### src/design/ctc_pkg.sv
// shared types, character codes and helper functions for the cell text type classifier
// no dependencies; imported by ctc_core, cell_text_type_classifier and tb

package ctc_pkg;

   localparam int CHAR_W     = 8;
   localparam int POS_W      = 2;
   localparam int TYPE_W     = 3;
   localparam int RSP_DATA_W = 8;

   localparam logic [CHAR_W-1:0] CH_SPACE   = 8'h20;
   localparam logic [CHAR_W-1:0] CH_QUOTE   = 8'h22;
   localparam logic [CHAR_W-1:0] CH_STAR    = 8'h2A;
   localparam logic [CHAR_W-1:0] CH_PLUS    = 8'h2B;
   localparam logic [CHAR_W-1:0] CH_MINUS   = 8'h2D;
   localparam logic [CHAR_W-1:0] CH_POINT   = 8'h2E;
   localparam logic [CHAR_W-1:0] CH_SLASH   = 8'h2F;
   localparam logic [CHAR_W-1:0] CH_ZERO    = 8'h30;
   localparam logic [CHAR_W-1:0] CH_ONE     = 8'h31;
   localparam logic [CHAR_W-1:0] CH_NINE    = 8'h39;
   localparam logic [CHAR_W-1:0] CH_EQUAL   = 8'h3D;
   localparam logic [CHAR_W-1:0] CH_UPPER_A = 8'h41;
   localparam logic [CHAR_W-1:0] CH_UPPER_Z = 8'h5A;
   localparam logic [CHAR_W-1:0] CH_BSLASH  = 8'h5C;
   localparam logic [CHAR_W-1:0] CH_CARET   = 8'h5E;
   localparam logic [CHAR_W-1:0] CH_LOWER_A = 8'h61;
   localparam logic [CHAR_W-1:0] CH_LOWER_Z = 8'h7A;
   localparam logic [CHAR_W-1:0] CASE_OFFSET = 8'h20;

   localparam logic [POS_W-1:0] POS_MAX = 2'd3;
   localparam logic [POS_W-1:0] POS_ONE = 2'd1;
   localparam logic [POS_W-1:0] POS_TWO = 2'd2;

   typedef enum logic [TYPE_W-1:0] {
      TYPE_UNKNOWN = 3'd0,
      TYPE_STRING  = 3'd1,
      TYPE_INTEGER = 3'd2,
      TYPE_DECIMAL = 3'd3,
      TYPE_EMPTY   = 3'd4,
      TYPE_FORMULA = 3'd5
   } field_type_type;

   typedef enum logic [4:0] {
      MODE_START     = 5'b00001,
      MODE_STRING    = 5'b00010,
      MODE_NUMBER    = 5'b00100,
      MODE_FORMULA   = 5'b01000,
      MODE_REFERENCE = 5'b10000
   } parse_mode_type;

   typedef struct packed {
      parse_mode_type   mode;
      logic [POS_W-1:0] pos;
      logic             failed;
      logic             escape_pending;
      logic             point_seen;
      logic             last_op;
      logic             before_last_op;
      logic             ref_nonzero;
      logic             sign_first;
      logic             quote_closed;
      logic             tail_point;
   } parse_state_type;

   localparam parse_state_type STATE_RESET = '{
      mode:           MODE_START,
      pos:            '0,
      failed:         1'b0,
      escape_pending: 1'b0,
      point_seen:     1'b0,
      last_op:        1'b0,
      before_last_op: 1'b0,
      ref_nonzero:    1'b0,
      sign_first:     1'b0,
      quote_closed:   1'b0,
      tail_point:     1'b0
   };

   function automatic logic is_digit(input logic [CHAR_W-1:0] c);
      return c inside {[CH_ZERO:CH_NINE]};
   endfunction

   function automatic logic is_op(input logic [CHAR_W-1:0] c);
      return c inside {CH_PLUS, CH_MINUS, CH_STAR, CH_SLASH, CH_CARET};
   endfunction

   function automatic logic [POS_W-1:0] bump(input logic [POS_W-1:0] p);
      return (p == POS_MAX) ? p : p + POS_ONE;
   endfunction

endpackage

### src/design/ctc_core.sv
// per-field parse state and its one-character update, plus the end-of-field type decision
// depends on ctc_pkg

module ctc_core (
   input  logic                        clock,
   input  logic                        reset,
   input  logic                        step_en,
   input  logic [ctc_pkg::CHAR_W-1:0]  char_code,
   input  logic                        char_present,
   input  logic                        field_end,
   output ctc_pkg::field_type_type     result_type
);
   import ctc_pkg::*;

   parse_state_type       state_ff;
   parse_state_type       state_in;
   parse_state_type       upd;
   logic [CHAR_W-1:0]     ch_up;
   logic                  go_on;

   // character update
   always_comb begin
      upd   = state_ff;
      ch_up = char_code;
      go_on = 1'b1;
      if (char_code inside {[CH_LOWER_A:CH_LOWER_Z]}) begin
         ch_up = char_code - CASE_OFFSET;
      end
      if (char_present && !state_ff.failed) begin
         case (state_ff.mode)
            MODE_START: begin
               if (char_code == CH_EQUAL) begin
                  upd.mode = MODE_FORMULA;
               end else if (char_code == CH_QUOTE) begin
                  upd.mode = MODE_STRING;
               end else if (is_digit(char_code)) begin
                  upd.mode = MODE_NUMBER;
               end else if (char_code inside {CH_PLUS, CH_MINUS}) begin
                  upd.mode       = MODE_NUMBER;
                  upd.sign_first = 1'b1;
               end else begin
                  upd.failed = 1'b1;
               end
               upd.pos = bump(state_ff.pos);
            end
            MODE_STRING: begin
               if (state_ff.quote_closed) begin
                  upd.failed = 1'b1;
               end else if (state_ff.escape_pending) begin
                  if (char_code inside {CH_BSLASH, CH_QUOTE}) begin
                     upd.escape_pending = 1'b0;
                  end else begin
                     upd.failed = 1'b1;
                  end
               end else if (char_code == CH_QUOTE) begin
                  upd.quote_closed = 1'b1;
               end else if (char_code == CH_BSLASH) begin
                  upd.escape_pending = 1'b1;
               end
            end
            MODE_NUMBER: begin
               if (char_code == CH_POINT) begin
                  if (state_ff.point_seen ||
                      (state_ff.pos == POS_ONE && state_ff.sign_first)) begin
                     upd.failed = 1'b1;
                  end else begin
                     upd.point_seen = 1'b1;
                     upd.tail_point = 1'b1;
                     upd.pos        = bump(state_ff.pos);
                  end
               end else if (is_digit(char_code)) begin
                  upd.tail_point = 1'b0;
                  upd.pos        = bump(state_ff.pos);
               end else begin
                  upd.failed = 1'b1;
               end
            end
            MODE_FORMULA, MODE_REFERENCE: begin
               if (char_code != CH_SPACE) begin
                  // inside a reference anything but an operator extends it
                  if (state_ff.mode == MODE_REFERENCE) begin
                     go_on = 1'b0;
                     if (!is_op(ch_up)) begin
                        if (ch_up inside {[CH_ONE:CH_NINE]}) begin
                           upd.ref_nonzero = 1'b1;
                        end
                        upd.tail_point     = 1'b0;
                        upd.before_last_op = state_ff.last_op;
                        upd.last_op        = 1'b0;
                        upd.pos            = bump(state_ff.pos);
                     end else if (!state_ff.ref_nonzero) begin
                        upd.failed = 1'b1;
                     end else begin
                        upd.mode = MODE_FORMULA;
                        go_on    = 1'b1;
                     end
                  end
                  if (go_on) begin
                     if (ch_up inside {[CH_UPPER_A:CH_UPPER_Z]}) begin
                        upd.mode           = MODE_REFERENCE;
                        upd.ref_nonzero    = 1'b0;
                        upd.tail_point     = 1'b0;
                        upd.before_last_op = state_ff.last_op;
                        upd.last_op        = 1'b0;
                        upd.pos            = bump(state_ff.pos);
                     end else if (is_op(ch_up)) begin
                        if (state_ff.last_op && (state_ff.before_last_op ||
                            ch_up inside {CH_STAR, CH_SLASH, CH_CARET})) begin
                           upd.failed = 1'b1;
                        end else begin
                           upd.tail_point     = 1'b0;
                           upd.before_last_op = state_ff.last_op;
                           upd.last_op        = 1'b1;
                           upd.pos            = bump(state_ff.pos);
                        end
                     end else if (is_digit(ch_up)) begin
                        upd.tail_point     = 1'b0;
                        upd.before_last_op = state_ff.last_op;
                        upd.last_op        = 1'b0;
                        upd.pos            = bump(state_ff.pos);
                     end else if (ch_up == CH_POINT) begin
                        if (state_ff.last_op || state_ff.pos == POS_ONE) begin
                           upd.failed = 1'b1;
                        end else begin
                           upd.tail_point     = 1'b1;
                           upd.before_last_op = state_ff.last_op;
                           upd.last_op        = 1'b0;
                           upd.pos            = bump(state_ff.pos);
                        end
                     end else begin
                        upd.failed = 1'b1;
                     end
                  end
               end
            end
            default: begin
               upd = state_ff;
            end
         endcase
      end
   end

   // type decision on the updated state
   always_comb begin
      result_type = TYPE_UNKNOWN;
      if (!upd.failed) begin
         case (upd.mode)
            MODE_START: begin
               result_type = TYPE_EMPTY;
            end
            MODE_STRING: begin
               if (upd.quote_closed && !upd.escape_pending) begin
                  result_type = TYPE_STRING;
               end
            end
            MODE_NUMBER: begin
               if (!(upd.tail_point || (upd.pos == POS_ONE && upd.sign_first))) begin
                  result_type = upd.point_seen ? TYPE_DECIMAL : TYPE_INTEGER;
               end
            end
            MODE_REFERENCE: begin
               if (upd.ref_nonzero) begin
                  result_type = TYPE_FORMULA;
               end
            end
            MODE_FORMULA: begin
               if (!(upd.pos < POS_TWO || upd.last_op || upd.tail_point)) begin
                  result_type = TYPE_FORMULA;
               end
            end
            default: begin
               result_type = TYPE_UNKNOWN;
            end
         endcase
      end
   end

   always_comb begin
      state_in = state_ff;
      if (step_en) begin
         state_in = field_end ? STATE_RESET : upd;
      end
   end

   always_ff @(posedge clock) begin
      if (reset) begin
         state_ff <= STATE_RESET;
      end else begin
         state_ff <= state_in;
      end
   end

endmodule

### src/design/cell_text_type_classifier.sv
// top level of the cell text type classifier: input register, parse core, result register
// depends on ctc_pkg and ctc_core

// Classifies one spreadsheet field that arrives one character per transaction on the
// req_ channel and returns one type code on the rsp_ channel for each transaction that
// carries req_tlast. Codes: 0 unknown, 1 quoted string, 2 integer, 3 decimal, 4 empty,
// 5 formula. req_tuser[0] marks req_tdata as a real character; a transaction with it low
// and req_tlast high closes the field with what came before (an empty field if nothing
// did), and with both low it does nothing. Throughput is one transaction per clock: each
// character goes from the input register through the combinational parse update in
// ctc_core into the parse state, and at the field end into the result register, which
// drives the type code on rsp_tdata. Only field-end transactions wait for rsp_tready; a
// result still waiting in the result register stalls the input only once the next field
// end reaches the input register.

module cell_text_type_classifier (
   input  logic                           clock,
   input  logic                           reset,
   input  logic                           req_tvalid,
   output logic                           req_tready,
   input  logic [ctc_pkg::CHAR_W-1:0]     req_tdata,   // [7:0] char_code
   input  logic [0:0]                     req_tuser,   // [0] char_present
   input  logic                           req_tlast,   // field_end
   output logic                           rsp_tvalid,
   input  logic                           rsp_tready,
   output logic [ctc_pkg::RSP_DATA_W-1:0] rsp_tdata    // [2:0] field_type, [7:3] zero
);
   import ctc_pkg::*;

   // input register stage
   logic              in_valid_ff,   in_valid_in;
   logic [CHAR_W-1:0] in_char_ff,    in_char_in;
   logic              in_present_ff, in_present_in;
   logic              in_last_ff,    in_last_in;

   // result register stage
   logic              rsp_valid_ff,  rsp_valid_in;
   field_type_type    rsp_type_ff,   rsp_type_in;

   logic              advance;
   logic              req_take;
   field_type_type    core_type;

   // an item moves on unless it closes a field while the result register is still full
   assign advance  = in_valid_ff && (!in_last_ff || !rsp_valid_ff || rsp_tready);
   assign req_tready = !in_valid_ff || advance;
   assign req_take = req_tvalid && req_tready;

   always_comb begin
      in_valid_in   = in_valid_ff;
      in_char_in    = in_char_ff;
      in_present_in = in_present_ff;
      in_last_in    = in_last_ff;
      if (req_take) begin
         in_valid_in   = 1'b1;
         in_char_in    = req_tdata;
         in_present_in = req_tuser[0];
         in_last_in    = req_tlast;
      end else if (advance) begin
         in_valid_in   = 1'b0;
      end
   end

   ctc_core u_core (
      .clock        (clock),
      .reset        (reset),
      .step_en      (advance),
      .char_code    (in_char_ff),
      .char_present (in_present_ff),
      .field_end    (in_last_ff),
      .result_type  (core_type)
   );

   // result register: load on a field end, drop once taken
   always_comb begin
      rsp_valid_in = rsp_valid_ff;
      rsp_type_in  = rsp_type_ff;
      if (advance && in_last_ff) begin
         rsp_valid_in = 1'b1;
         rsp_type_in  = core_type;
      end else if (rsp_tready) begin
         rsp_valid_in = 1'b0;
      end
   end

   always_ff @(posedge clock) begin
      if (reset) begin
         in_valid_ff  <= 1'b0;
         rsp_valid_ff <= 1'b0;
      end else begin
         in_valid_ff  <= in_valid_in;
         rsp_valid_ff <= rsp_valid_in;
      end
   end

   // payload, no reset needed
   always_ff @(posedge clock) begin
      in_char_ff    <= in_char_in;
      in_present_ff <= in_present_in;
      in_last_ff    <= in_last_in;
      rsp_type_ff   <= rsp_type_in;
   end

   assign rsp_tvalid = rsp_valid_ff;
   assign rsp_tdata  = {{(RSP_DATA_W-TYPE_W){1'b0}}, rsp_type_ff};

   // a field end never overwrites a result that is still waiting
   a_no_overwrite: assert property (@(posedge clock) disable iff (reset)
      !(advance && in_last_ff && rsp_valid_ff && !rsp_tready))
      else $error("field end advanced over a pending result");

   // a result only appears after a field end left the input register
   a_rsp_source: assert property (@(posedge clock) disable iff (reset)
      $rose(rsp_valid_ff) |-> $past(advance && in_last_ff))
      else $error("result appeared without a field end");

   // an empty field right after a completed field reports empty
   a_empty_field: assert property (@(posedge clock) disable iff (reset)
      (advance && in_last_ff) ##1 (advance && in_last_ff && !in_present_ff)
      |=> rsp_valid_ff && (rsp_type_ff == TYPE_EMPTY))
      else $error("empty field not reported as empty");

endmodule

### config.mk
export PLATFORM = sky130hd
export DESIGN_NAME = cell_text_type_classifier
export DESIGN_NICKNAME = d
export VERILOG_FILES = /design/src/design/ctc_pkg.sv /design/src/design/ctc_core.sv /design/src/design/cell_text_type_classifier.sv
export SDC_FILE = /design/constraint.sdc
export NUM_CORES = 1
export LEC_CHECK = 0
export BUFFER_PORTS_ARGS = -buffer_cell sky130_fd_sc_hd__buf_2
export CAP_MARGIN = 20
export CORE_UTILIZATION = 60
export CTS_BUF_LIST = sky130_fd_sc_hd__clkbuf_8
export DETAILED_ROUTE_END_ITERATION = 16
export PLACE_DENSITY = 0.81
export SYNTH_ARGS = -nofsm -noshare
export SYNTH_HDL_FRONTEND = slang
export SYNTH_HIERARCHICAL = 1
export SYNTH_SLANG_ARGS = --single-unit
### constraint.sdc
create_clock -name clock -period 7.1 [get_ports clock]
set_input_delay 1.42 -clock clock [delete_from_list [all_inputs] [get_ports clock]]
set_output_delay 1.42 -clock clock [all_outputs]
set_load 0.02 [all_outputs]
# Word-level counts from Yosys, hierarchy flattened
# Cells that the tools add are included.
# classes
addsub,2
n_lt_le_gt_ge,10
eq_ne,26
n_mux,104
reduce_logical,38
# op_table
op,n
"8-bit by 6-bit equality test with 1-bit output, second input constant",10
1-bit two-way mux,61
5-bit two-way mux,7
16-bit two-way mux,2
8-bit two-way mux,4
2-bit two-way mux,15
3-bit two-way mux,10
"8-bit by 6-bit greater-or-equal comparator with 1-bit output, second input constant",3
"8-bit by 7-bit equality test with 1-bit output, second input constant",2
"8-bit by 7-bit greater-or-equal comparator with 1-bit output, second input constant",2
"8-bit by 6-bit <= comparator with 1-bit output, second input constant",2
"8-bit by 7-bit <= comparator with 1-bit output, second input constant",2
3-bit case mux with 5 select lines,1
2-bit nonzero test,7
1-bit logical AND,13
"5-bit by 1-bit equality test with 1-bit output, second input constant",2
"5-bit by 2-bit equality test with 1-bit output, second input constant",2
"5-bit by 3-bit equality test with 1-bit output, second input constant",2
"5-bit by 4-bit equality test with 1-bit output, second input constant",2
"5-bit equality test, second input constant",2
5-bit case mux with 2 select lines,1
1-bit logical OR,9
"8-bit by 6-bit != test with 1-bit output, second input constant",1
"8-bit by 6-bit subtractor with 8-bit output, second input constant",1
other kinds (12),17
# totals
reg_bits,31
out_inout_bits,10

# Logic depth before layout (Yosys ltp)
# depth
depth_word,22
depth_mapped,10

# Hierarchy
# The synthesis kept the hierarchy.
# by_module_without_submodules
mod,instances,cells_per_inst,area_per_inst_um2
ctc_core,1,247,1839.3
cell_text_type_classifier,1,31,535.5

# Worst setup path before layout
# Ideal clock, no wire load.
# synth_timing
path_type,input -> output
startpoint,input port rsp_tready
endpoint,output port req_tready
arrival_time_ns,1.701
t_required_ns,5.680
path_slack_ns,3.979
path_stages,1
cell_sequence,nand4b_2
# synth_between
elab_chain_len,3
# synth_lines
item,line_no,text
"start, declared",cell_text_type_classifier.sv:25,"input logic rsp_tready,"
1-bit logical OR,cell_text_type_classifier.sv:45,assign advance = in_valid_ff && (!in_last_ff || !rsp_valid_ff || rsp_tready);
1-bit logical AND,cell_text_type_classifier.sv:45,
1-bit logical OR,cell_text_type_classifier.sv:46,assign req_tready = !in_valid_ff || advance;
"end, declared",cell_text_type_classifier.sv:20,"output logic req_tready,"
# Every way passes these cells.

# Final worst setup path
# Same ends and word-level chain as after synthesis.

==> results by group <==
Power and ir drop
  – PnR Total Power: 392 uW
  – Leak pwr: 0.918 nW
  – Pwr Density: 157 nW/um^2
  – Peak VDD IR: 0.143 mV

Die
  – Die Wd: 64.9 um
  – Die H: 64.9 um
  – Core Area: 3720 um^2
  – Initial core utilization: 63.9%
  – Rows: 22
  – Number of I/O pins: 24
  – Die area: 4210 um^2

Synthesis
  – Synth cell types: 74
  – Xor and xnor area share after synthesis: 1.11%
  – Simple-Gate Fraction of Synth Area: 30.9%
  – Largest family of logic cells by synthesized area: simple AND/OR/NAND/NOR gates
  – Number of enable flip-flop cells after synthesis: 13
  – Sequential area share after synthesis: 31.6%
  – Mux share of post-synthesis cell area: 0.896%
  – Synth Flop Type: dfxtp_1
  – Cell area after synthesis: 2370 um^2
  – Warnings, synthesis: 6
  – Post-Synthesis Cells: 278
  – Synth async-reset ratio: 0%
  – Synthesized flop and latch total: 31
  – Adder-Cell Fraction of Synth Area: 1.05%
  – Mean area per synthesized cell: 8.54 um^2
  – Synth Area in Compound Gates: 27.2%

Run status
  – Status: complete, no violations

Setup path
  – Worst path max stage delay: 0.20 ns
  – Crit. Startpoint: rsp_tready
  – Arrival time at the worst endpoint: 1.91 ns
  – Most used cell, CP: buf_2
  – Largest delay share family, worst path: buffers and inverters
  – Critical-path top delay cell: nand4b_2
  – Worst r2r dst: rsp_type_ff[0]
  – Max FO, Critical Path: 3
  – CP Capture Type: output port
  – Crit path capture: req_tready
  – Crit path buf inv count: 2
  – Flop2flop setup slack: 4.03 ns
  – Critical Path, Cell by Cell: buf_2, nand4b_2, buf_2
  – Worst r2r path cells: 8
  – Startpoint class of the critical path: input port
  – CP Data Required Time: 5.68 ns
  – Reg-to-Reg Start: in_char_ff[1]
  – Critical path class: input port to output port
  – Critical Path Stages: 3

Clock network
  – Worst-path clk slew: 0.06 ns
  – Hold-fix buffers, CTS: 0
  – CTS root buf: clkbuf_8
  – Clock buffer depth: 2
  – CTS Buf Count: 5
  – Clock Latency Late Sink: 0.28 ns
  – Clk sinks: 31
  – H-tree Lvls: 2
  – Post-CTS sizing: 0
  – Post-CTS Setup Inserts: 0
  – CTS tree: built

STA
  – Relative slew slack: 60.2%
  – Worst Slack Setup Final: 3.77 ns
  – Slew @ Worst Pin: 0.594 ns
  – Min Hold Slack: 0.505 ns
  – Fmax: 0.300 GHz
  – Final period utilization: 46.9%
  – Slew Limit Fails: 0
  – Clock skew: 0.00639 ns
  – Final setup vio count: 0
  – Crit path time final: 3.33 ns
  – Unrepaired setup endpoints after global routing: no
  – Final Hold Fails: 0
  – Setup_tns: 0 ns

Final layout
  – Layout cells sized above 1: 17.0%
  – Diode count: 0
  – Design area: 2500 um^2
  – Final Util: 67.2%
  – Area delta synth->final: 5.16%
  – Layout Cells excl Fill: 337
  – Fin nets: 304

GRT
  – Initial antenna violation count: 0
  – GR Util met1: 42.5%
  – Largest net degree at the start of global routing: 16
  – First-pass GRT wire length: 10.2 mm
  – Total GRT Usage: 32.5%
  – Number of global-route vias before repair: 2111
  – Remaining Overflow, GRT: 0
  – Met2 usage: 50.0%
  – M3 GR Usage: 6.87%
  – Most used routing layer: met2

Drt
  – DRT antenna net count: 0
  – Vias per cell: 6.77
  – Routed WL per cell: 18.4 um
  – DRC Markers: 0
  – Vias: 2281
  – Pre-antenna DRT Iters: 5
  – 1st-iter DRT viols: 261
  – Post-Route WL: 6.21 mm

Place
  – Gpl congestion: 0.966
  – Cells after DPL: 329
  – HPWL Detailed: 4.65 mm
  – Post-place setup slack: 3.65 ns
  – Placed Area: 2410 um^2
  – Port Buffer Count: 18

Worst hold path
  – HP Class: register to register

Run
  – Max-capacitance violation count: 0
==> worst min-delay path, stage by stage, from the launching register on <==
cell and delay [ns]:
dfxtp_1 0.33, nand2b_1 0.07, a21oi_1 0.05
==> cell usage in the layout, fill, tap and decap left out, types with 2 or more instances in the layout <==
cell type / instances
nor4_1: 5
buf_2: 18
nand2b_1: 4
a32o_1: 2
nand3b_1: 4
ha_1: 2
o22ai_1: 2
o21ai_0: 18
o211ai_1: 4
nor2_1: 30
and2b_1: 2
or4_4: 2
nand2_1: 12
a31oi_1: 6
o21ai_1: 4
nand3_1: 14
o21a_1: 2
inv_1: 9
a21boi_1: 2
dfxtp_1: 18
nor3_1: 7
nor2b_1: 4
and4_2: 3
nand4_1: 7
xor2_1: 2
nor4b_4: 2
and3_1: 5
a21oi_1: 18
a21o_1: 3
a22oi_1: 6
a211o_1: 2
conb_1: 5
and2_1: 2
o31ai_1: 3
edfxtp_1: 13
o211a_1: 2
clkbuf_8: 6
a311oi_1: 2
a2bb2oi_1: 3
==> registers in the layout (all words and copies together) (netlist names) <==
signal,cells
in_char_ff,8
in_last_ff,1
in_present_ff,1
in_valid_ff,1
rsp_tvalid,1
rsp_type_ff,3
u_core/state_ff,16
==> metal layers <==
layer | up-vias | routed length, um
li1 | 1083 | -
met1 | 1062 | 2770
met2 | 118 | 2770
met3 | 18 | 472
met4 | 0 | 202
met5 | - | 0
==> Yosys cell counts (3+ instances only) <==
master | number | area share, %
nor2_1 | 30 | 4.7
a21oi_1 | 18 | 3.8
dfxtp_1 | 18 | 15
o21ai_0 | 18 | 3.8
nand3_1 | 14 | 3.0
edfxtp_1 | 13 | 16
nand2_1 | 12 | 1.9
buf_4 | 8 | 2.5
inv_1 | 8 | 1.3
clkbuf_1 | 7 | 1.1
nand4_1 | 7 | 1.8
nor3_1 | 7 | 1.5
a22oi_1 | 6 | 1.9
a31oi_1 | 6 | 1.6
and3_1 | 5 | 1.3
nor4_1 | 5 | 1.3
nand2b_1 | 4 | 1.1
nand3b_1 | 4 | 1.3
nor2b_1 | 4 | 1.1
o211ai_1 | 4 | 1.3
o21ai_1 | 4 | 0.84
a21o_1 | 3 | 0.95
a2bb2oi_1 | 3 | 1.1
and4_2 | 3 | 1.3
buf_6 | 3 | 1.4
o31ai_1 | 3 | 0.95
==> where the power goes <==
group          leakage (nW)  internal, mW  switching [mW]  total (mW)
Combinational         0.595        0.0194          0.0300      0.0494
Sequential            0.271         0.191          0.0104       0.202
Clock                0.0524        0.0766          0.0639       0.140
==> worst min-delay path by stage <==
stage / start / end / slack (ns) / cells past startpoint
floorplan: u_core/state_ff[0] / u_core/state_ff[0] / 0.45 / 2
finish: rsp_tvalid / rsp_tvalid / 0.51 / 2
detailed placement: rsp_tvalid / rsp_tvalid / 0.50 / 2
global placement: rsp_tvalid / rsp_tvalid / 0.50 / 2
global route: rsp_tvalid / rsp_tvalid / 0.54 / 2
CTS: rsp_tvalid / rsp_tvalid / 0.51 / 2
==> cell families after synthesis <==
| logic type | Yosys count |
|---|---|
| AO/OA/AOI/OAI | 93 |
| XOR/XNOR | 3 |
| adder cells (fa/ha/maj) | 2 |
| buffers and inverters | 28 |
| flip-flops | 31 |
| multiplexers | 2 |
| other | 1 |
| AND/OR/NAND/NOR | 118 |
==> final cells by class <==
class	count	area, um^2
Tap cell	48	60.1
Multi-Input combinational cell	223	1470
Clock inverter	2	8.76
Clock buffer	6	82.6
Sequential cell	31	751
Inverter	9	33.8
Fill cell	329	1220
Timing Repair Buffer	18	90.1
No activity file was read; power rests on OpenSTA's default activity.
